--- src/sv/qstp_pkg.sv ---
`default_nettype none

package qstp_pkg;

	// field widths
	localparam int unsigned CompW = 16;
	localparam int unsigned MagW  = 17;
	localparam int unsigned CodeW = 15;
	localparam int unsigned UW    = 15;
	localparam int unsigned NumW  = 28;
	localparam int unsigned ProdW = 42;
	localparam int unsigned QuoW  = 14;
	localparam int unsigned KeptN = 3;
	localparam int unsigned CompN = 4;

	// quantizer constants: 1/sqrt2 in Q2.14, its double, code ceiling
	localparam int unsigned QsRange   = 11585;
	localparam int unsigned QsSpan    = 23170;
	localparam int unsigned QsCodeMax = 32767;
	// 32767 = 23170 + 9597, so code = u + (u*9597 + 11585) / 23170
	localparam int unsigned QsRemMul  = 9597;
	// floor(2^28 / 23170), quotient estimate is exact or one low for n < 2^28
	localparam int unsigned QsRecip      = 11585;
	localparam int unsigned QsRecipShift = 28;

	typedef logic signed [CompW-1:0] comp_t;
	typedef logic [1:0]              idx_t;
	typedef logic [CodeW-1:0]        code_t;

	// per-stage load enables of the quantizer lanes
	typedef struct packed {
		logic s2;
		logic s3;
		logic s4;
		logic s5;
	} lane_en_t;

endpackage

`default_nettype wire

--- src/sv/quaternion_smallest_three_pack_core.sv ---
// Smallest-three quaternion packer.
// Input channel: comp_x, comp_y, comp_z, comp_w (signed Q2.14) with
// comp_valid / comp_stall; a beat is taken when comp_valid is high and
// comp_stall is low.
// Output channel: packed_word (48 bits: dropped index in [47:46], three
// 15-bit codes, bit 0 zero) with packed_valid / packed_stall.
// One beat is taken every cycle while the output is not stalled; the
// pipeline runs through a register after the largest-component search
// and then the three quantizer lanes, each with a remainder multiply,
// a reciprocal multiply and a correction stage.
// A stalled output holds its word; bubbles in the pipeline still close up
// behind it, and comp_stall rises only once every stage holds a beat.
// Reset (arst_n low) empties the pipeline; the data registers are not reset.
`default_nettype none

module quaternion_smallest_three_pack_core
	import qstp_pkg::*;
(
	input  logic                   clk,
	input  logic                   arst_n,
	input  logic                   comp_valid,
	output logic                   comp_stall,
	input  logic signed [CompW-1:0] comp_x,
	input  logic signed [CompW-1:0] comp_y,
	input  logic signed [CompW-1:0] comp_z,
	input  logic signed [CompW-1:0] comp_w,
	output logic                   packed_valid,
	input  logic                   packed_stall,
	output logic [47:0]            packed_word
);

	comp_t    comp_in [CompN];
	comp_t    comp_s1 [CompN];
	comp_t    kept [KeptN];
	code_t    code_s5 [KeptN];
	idx_t     big;
	logic     neg;
	idx_t     big_s1;
	idx_t     big_s2;
	idx_t     big_s3;
	idx_t     big_s4;
	idx_t     big_s5;
	logic     neg_s1;
	logic     v_s1;
	logic     v_s2;
	logic     v_s3;
	logic     v_s4;
	logic     v_s5;
	logic     rdy1;
	logic     rdy2;
	logic     rdy3;
	logic     rdy4;
	logic     rdy5;
	lane_en_t lane_en;

	assign comp_in[0] = comp_x;
	assign comp_in[1] = comp_y;
	assign comp_in[2] = comp_z;
	assign comp_in[3] = comp_w;

	// ready chain, a stage loads when empty or when its successor moves
	always_comb begin
		rdy5 = !v_s5 || !packed_stall;
		rdy4 = !v_s4 || rdy5;
		rdy3 = !v_s3 || rdy4;
		rdy2 = !v_s2 || rdy3;
		rdy1 = !v_s1 || rdy2;
	end

	assign comp_stall = !rdy1;
	assign lane_en    = '{s2: rdy2, s3: rdy3, s4: rdy4, s5: rdy5};

	// valid bits per stage
	always_ff @(posedge clk or negedge arst_n) begin
		if (!arst_n) begin
			v_s1 <= 1'b0;
			v_s2 <= 1'b0;
			v_s3 <= 1'b0;
			v_s4 <= 1'b0;
			v_s5 <= 1'b0;
		end else begin
			if (rdy1) v_s1 <= comp_valid;
			if (rdy2) v_s2 <= v_s1;
			if (rdy3) v_s3 <= v_s2;
			if (rdy4) v_s4 <= v_s3;
			if (rdy5) v_s5 <= v_s4;
		end
	end

	// largest-magnitude search over the four components
	qstp_select u_select (
		.comp (comp_in),
		.big  (big),
		.neg  (neg)
	);

	always_ff @(posedge clk) begin
		if (rdy1) begin
			comp_s1 <= comp_in;
			big_s1  <= big;
			neg_s1  <= neg;
		end
	end

	// route the three kept components to the lanes in index order
	always_comb begin
		kept[0] = (big_s1 == 2'd0) ? comp_s1[1] : comp_s1[0];
		kept[1] = (big_s1 == 2'd0 || big_s1 == 2'd1) ? comp_s1[2] : comp_s1[1];
		kept[2] = (big_s1 == 2'd3) ? comp_s1[2] : comp_s1[3];
	end

	for (genvar g = 0; g < KeptN; g++) begin : g_lane
		qstp_quant_lane u_lane (
			.clk     (clk),
			.en      (lane_en),
			.comp    (kept[g]),
			.neg     (neg_s1),
			.code_s5 (code_s5[g])
		);
	end

	// dropped index travels alongside the lanes
	always_ff @(posedge clk) begin
		if (rdy2) big_s2 <= big_s1;
		if (rdy3) big_s3 <= big_s2;
		if (rdy4) big_s4 <= big_s3;
		if (rdy5) big_s5 <= big_s4;
	end

	assign packed_valid = v_s5;
	assign packed_word  = {big_s5, code_s5[0], code_s5[1], code_s5[2], 1'b0};

	// input stalls only when the first stage holds a beat
	a_stall_full: assert property (@(posedge clk) disable iff (!arst_n)
		comp_stall |-> v_s1)
		else $error("input stalled with empty first stage");

	// a beat in stage s4 reaches the output when the output is not stalled
	a_advance: assert property (@(posedge clk) disable iff (!arst_n)
		(v_s4 && !packed_stall) |=> packed_valid)
		else $error("beat lost between lane stage and output");

	// low pad bit of the code word stays clear
	a_pad_bit: assert property (@(posedge clk) disable iff (!arst_n)
		packed_valid |-> (packed_word[0] == 1'b0))
		else $error("pad bit set in packed word");

endmodule

`default_nettype wire

--- src/sv/qstp_select.sv ---
`default_nettype none

module qstp_select
	import qstp_pkg::*;
(
	input  comp_t comp [CompN],
	output idx_t  big,
	output logic  neg
);

	logic [MagW-1:0] mag [CompN];
	idx_t            win_lo;
	idx_t            win_hi;
	logic [MagW-1:0] mag_lo;
	logic [MagW-1:0] mag_hi;

	// magnitude per lane at full precision so -32768 gives 32768
	always_comb begin
		for (int i = 0; i < CompN; i++) begin
			if (comp[i][CompW-1]) begin
				mag[i] = MagW'(-$signed({comp[i][CompW-1], comp[i]}));
			end else begin
				mag[i] = MagW'(comp[i]);
			end
		end
	end

	// pairwise compare tree, lower index keeps a tie
	always_comb begin
		if (mag[1] > mag[0]) begin
			win_lo = 2'd1;
			mag_lo = mag[1];
		end else begin
			win_lo = 2'd0;
			mag_lo = mag[0];
		end
		if (mag[3] > mag[2]) begin
			win_hi = 2'd3;
			mag_hi = mag[3];
		end else begin
			win_hi = 2'd2;
			mag_hi = mag[2];
		end
		if (mag_hi > mag_lo) begin
			big = win_hi;
		end else begin
			big = win_lo;
		end
		neg = comp[big][CompW-1];
	end

endmodule

`default_nettype wire

--- src/sv/qstp_quant_lane.sv ---
`default_nettype none

module qstp_quant_lane
	import qstp_pkg::*;
(
	input  logic     clk,
	input  lane_en_t en,
	input  comp_t    comp,
	input  logic     neg,
	output code_t    code_s5
);

	logic signed [MagW-1:0] c_full;
	logic signed [MagW-1:0] c_clamp;
	logic [UW-1:0]          u_s2;
	logic [UW-1:0]          u_s3;
	logic [UW-1:0]          u_s4;
	logic [NumW:0]          n_full;
	logic [NumW-1:0]        n_s3;
	logic [NumW-1:0]        n_s4;
	logic [ProdW-1:0]       p_s4;
	logic [QuoW-1:0]        q_est;
	logic [NumW-1:0]        q_back;
	logic [NumW-1:0]        rem;
	logic                   corr;
	logic [CodeW:0]         sum;

	// sign fold and clamp to +/-1/sqrt2, then shift to 0..23170
	always_comb begin
		c_full = neg ? -$signed({comp[CompW-1], comp}) : $signed({comp[CompW-1], comp});
		if (c_full > $signed(MagW'(QsRange))) begin
			c_clamp = $signed(MagW'(QsRange));
		end else if (c_full < -$signed(MagW'(QsRange))) begin
			c_clamp = -$signed(MagW'(QsRange));
		end else begin
			c_clamp = c_full;
		end
	end

	always_ff @(posedge clk) begin
		if (en.s2) begin
			u_s2 <= UW'(c_clamp + $signed(MagW'(QsRange)));
		end
	end

	// numerator of the fractional part of the code
	assign n_full = (NumW+1)'(u_s2) * (NumW+1)'(QsRemMul) + (NumW+1)'(QsRange);

	always_ff @(posedge clk) begin
		if (en.s3) begin
			u_s3 <= u_s2;
			n_s3 <= n_full[NumW-1:0];
		end
	end

	// reciprocal multiply for the divide by 23170
	always_ff @(posedge clk) begin
		if (en.s4) begin
			u_s4 <= u_s3;
			n_s4 <= n_s3;
			p_s4 <= ProdW'(n_s3) * ProdW'(QsRecip);
		end
	end

	// one-step correction of the estimate, then add the integer part
	always_comb begin
		q_est  = p_s4[QsRecipShift +: QuoW];
		q_back = NumW'(q_est) * NumW'(QsSpan);
		rem    = n_s4 - q_back;
		corr   = rem >= NumW'(QsSpan);
		sum    = (CodeW+1)'(u_s4) + (CodeW+1)'(q_est) + (CodeW+1)'(corr);
	end

	always_ff @(posedge clk) begin
		if (en.s5) begin
			if (sum > (CodeW+1)'(QsCodeMax)) begin
				code_s5 <= CodeW'(QsCodeMax);
			end else begin
				code_s5 <= sum[CodeW-1:0];
			end
		end
	end

endmodule

`default_nettype wire
--- config.mk ---
export PLATFORM = sky130hd
export DESIGN_NAME = quaternion_smallest_three_pack_core
export DESIGN_NICKNAME = d
export VERILOG_FILES = /design/src/sv/qstp_pkg.sv /design/src/sv/quaternion_smallest_three_pack_core.sv /design/src/sv/qstp_select.sv /design/src/sv/qstp_quant_lane.sv
export SDC_FILE = /design/constraint.sdc
export NUM_CORES = 2
export LEC_CHECK = 0
export ABC_AREA = 1
export BUFFER_PORTS_ARGS = -buffer_cell sky130_fd_sc_hd__buf_2
export CAP_MARGIN = 10
export CORE_MARGIN = 1.5
export CORE_UTILIZATION = 40
export CTS_BUF_LIST = sky130_fd_sc_hd__clkbuf_4 sky130_fd_sc_hd__clkbuf_8
export CTS_CLUSTER_DIAMETER = 200
export CTS_CLUSTER_SIZE = 20
export DETAILED_ROUTE_END_ITERATION = 6
export RECOVER_POWER = 100
export SYNTH_ARGS = -nofsm -noshare
export SYNTH_HDL_FRONTEND = slang
export SYNTH_SLANG_ARGS = --single-unit
--- constraint.sdc ---
create_clock -name clk -period 17.99 [get_ports clk]
set_input_delay 3.598 -clock clk [delete_from_list [all_inputs] [get_ports clk]]
set_output_delay 3.598 -clock clk [all_outputs]
set_load 0.01 [all_outputs]
==> results by stage <==
Floorplanning:
- The floorplan has 147 rows.
- The width of the die is 406 microns.
- The overall die area is 165,000 sq um.
- For this configuration, the core starts out at a cell density of 0.404.
- The floorplan step set the die height to 406 microns.
- The boundary pin count is 118.
- The core outline area is 161,000 sq um.

Timing:
- At the pin with the least slew margin, the transition time is 4.39 ns.
- The top achievable clock speed is 74.9 MHz.
- The final setup TNS is 0 ns.
- Setup violations remaining at the end of the flow were counted as 0.
- The number of pins with negative max-slew slack in the final report is 468.
- On the final layout, the worst clock skew is 0.0325 ns.
- The number of failing hold endpoints at the final stage is 0.
- In this run the tightest slew margin relative to its limit is -1.93.
- Setup repair after global routing left no endpoint under its margin.
- The post-route clock period utilization is 0.742.
- The post-route minimum period is 13.35 ns.

Synthesis:
- Of the total synthesized cell area, the portion taken by AND, OR, NAND and NOR gates is 0.119.
- The mean cell area of the mapped netlist is 9.01 sq um.
- The proportion of synthesized chip area in sequential cells is 0.215.
- Among all cell types in the netlist, the one instantiated most often is sky130_fd_sc_hd__inv_1.
- Among all flip-flop cells after synthesis, the most frequent one is sky130_fd_sc_hd__edfxtp_1.
- The number of warnings reported in the yosys synthesis log is 0.
- The number of storage elements in the synthesis netlist is 467.
- The combinational family with the most area after synthesis is adder cells.
- The area fraction of the dominant cell type after synthesis is 0.238.
- After synthesis, the most frequently instantiated cells are 1,736 x sky130_fd_sc_hd__inv_1, 1,240 x sky130_fd_sc_hd__ha_1, 1,040 x sky130_fd_sc_hd__nand2_1, 627 x sky130_fd_sc_hd__fa_1, 462 x sky130_fd_sc_hd__edfxtp_1.
- The fraction of synthesized cell area in xor and xnor cells is 0.0486.
- The synthesized instance count is 7,226.
- The compound-gate portion of the synthesized area is 0.0800.
- Summing every instance area after synthesis gives 65,100 sq um.
- After synthesis, the share of flip-flops with an asynchronous set or reset is 0.0107.
- Of the total synthesized cell area, the portion taken by full adders, half adders and majority gates is 0.431.
- In this run, synthesis inferred 462 flip-flops with an integrated enable.
- The post-synthesis cell type with the largest combined area is sky130_fd_sc_hd__ha_1.
- Of the post-synthesis cell area, the part taken by muxes is 0.
- In this run, distinct cell masters in the synthesized netlist total 61.
- Ranked by total cell area, the synthesized netlist is headed by sky130_fd_sc_hd__ha_1 24%, sky130_fd_sc_hd__edfxtp_1 21%, sky130_fd_sc_hd__fa_1 19%.

Global route:
- The largest net degree at the start of global routing is 85.
- The global-route wire length before repair is 248,000 microns.
- Across every metal layer, demand over resource in global routing totals 0.187.
- The number of antenna violations at the first check in global routing was 6.
- The total overflow left after global routing is 0.
- The number of global-route vias before repair is 47.4k.

CTS:
- For this design, the CTS-stage hold fixing added 0 buffers.
- The number of clock sinks is 467.
- The root buffer selected by CTS is sky130_fd_sc_hd__clkbuf_8.
- The clock reaches the later pin of the worst-skew pair after 0.75 ns.
- TritonCTS built the clock tree.
- In this run, CTS created clock tree buffers numbering 27.
- The total setup buffers inserted after CTS is 0.
- The number of cells upsized or downsized after cts is 0.
- Clock-pin slew was measured on the worst setup and hold paths at 0.11 ns.
- CTS built an H-tree with a depth of 1.
- The number of buffers on the longest clock path is 3.

Route:
- The total number of vias is 47.0k.
- For this run, the detailed router's first-pass iteration total came to 6.
- Dividing the detail-routed wire length by the instance count gives 16.1 microns.
- The count of routing violations after the opening detailed-route iteration is 2,471.
- After detailed routing, the number of vias per cell comes to 4.94.
- The total DRC errors in the routed layout is 0.
- The final routed wirelength across all metal layers is 153,000 microns.
- In this run the remaining antenna-violating nets after routing total 0.

Placed design:
- Input and output buffers added on the ports amount to 116.
- The final estimated routing congestion in global placement is 0.906.
- The wire-length estimate of the detail-placed layout is 132,000 microns.

Run status:
- The run finished, with violations left.
- The checks that failed: capacitance limit, slew limit.

Critical path:
- The maximum fanout along the worst path is 59.
- The critical path is of the primary input to output pin type.
- The startpoint kind of the worst setup timing path is a primary input.
- At the worst endpoint, the required time is 14.39 ns.
- The endpoint class of the critical path is an output pin.
- For the worst setup path, the data arrival time is 9.75 ns.

Job:
- Max-cap violations in this run came to 8.

Cells and area:
- Of the cells placed in the final design, the portion with a size suffix greater than 1 is 0.0228.
- The final layout contains 9,278 nets.
- Compared with the post-synthesis result, the final layout area differs by 5.13%.
- The number of filler instances in the final layout is 16.1k.

Worst hold path:
- The worst hold path belongs to the class flop to flop.
stage by stage:
step	area (sq um)	hold slack [ns]	cells	setup slack, ns	utilization
2_1_floorplan	65100	0.400	7231	2.22	-
3_3_place_gp	68200	0.403	9474	8.31	0.423
3_5_place_dp	68200	0.405	9474	8.28	0.423
4_1_cts	68700	0.432	9513	8.27	0.426
5_1_grt	68400	0.444	9514	3.89	0.425
6_report	68400	0.430	9514	4.64	0.425
routing by layer:
layer | share of wire | wire length (microns) | up-vias | track usage
li1 | - | - | 23480 | -
met1 | 0.50 | 76300 | 22701 | 0.275
met2 | 0.45 | 68600 | 734 | 0.306
met3 | 0.038 | 5800 | 107 | 0.0142
met4 | 0.013 | 2030 | 4 | 0.0274
met5 | 0.00013 | 20 | - | 0
path summary, 6_finish.rpt:
check	start	endpoint	slack [ns]	cells past startpoint
max in group asynchronous	arst_n	v_s1$_DFFE_PN0N_	14.85	1
min in group asynchronous	arst_n	v_s2$_DFFE_PN0P_	2.78	1
max reg2reg	g_lane[1].u_lane.p_s4[29]$_DFFE_PP_	g_lane[1].u_lane.code_s5[3]$_SDFFCE_PN1P_	8.42	44
min reg2reg	g_lane[0].u_lane.u_s3[0]$_DFFE_PP_	g_lane[0].u_lane.u_s4[0]$_DFFE_PP_	0.43	0
min	g_lane[0].u_lane.u_s3[0]$_DFFE_PP_	g_lane[0].u_lane.u_s4[0]$_DFFE_PP_	0.43	0
max	packed_stall	comp_stall	4.64	10
cells by family after synthesis:
kind of cell | after synthesis
xor+xnor | 361
simple gates | 1809
other cells | 2
flops | 467
compound gates | 908
fa+ha+maj | 1867
buf+inv | 1812
critical path, cell delays in order:
cell	delay, ns
sky130_fd_sc_hd__buf_2	0.08
sky130_fd_sc_hd__nand2_1	1.37
sky130_fd_sc_hd__nor2_1	0.56
sky130_fd_sc_hd__clkinvlp_2	1.96
sky130_fd_sc_hd__nor2_1	0.98
sky130_fd_sc_hd__inv_6	0.32
sky130_fd_sc_hd__nor2_1	0.17
sky130_fd_sc_hd__inv_1	0.10
sky130_fd_sc_hd__nor2_1	0.35
sky130_fd_sc_hd__clkbuf_1	0.19
cell usage in the layout, fill, tap and decap left out, drive strengths merged, types with 17 or more instances in the layout:
cell,n
o21ai,284
edfxtp,462
nand2,1080
xor2,241
a31oi,33
or2,17
nand3,208
nand4,60
fa,627
nor3,50
xnor2,120
o21bai,35
a21oi,405
a21o,31
clkbuf,156
o211ai,22
o31ai,25
inv,1764
nand3b,25
nor2,336
ha,1240
nor4,21
flip-flops by register name (all words and copies together), names as in the netlist:
name,cells
g_lane.u_lane.n_s3,84
g_lane.u_lane.n_s4,66
comp_s1,64
g_lane.u_lane.p_s4,57
g_lane.u_lane.code_s5,45
g_lane.u_lane.u_s2,45
g_lane.u_lane.u_s3,45
g_lane.u_lane.u_s4,45
big_s1,2
big_s2,2
big_s3,2
big_s4,2
big_s5,2
neg_s1,1
packed_valid,1
v_s1,1
v_s2,1
v_s3,1
v_s4,1
cell type report:
type,count,area [sq um],share of cell area
inverters,1771,6650,0.0973
clock inverters,3,27.5,0.000402
clock buffers,36,439,0.00642
diodes,1,2.50,0.0000366
well taps,2160,2700,0.0395
repair buffers,124,475,0.00695
flip-flops and latches,467,14000,0.205
multi-input cells,4952,44100,0.645
Power is left out: the tool's default activity adds up to more than one toggle a clock period on the data nets, which glitch-free logic cannot reach.
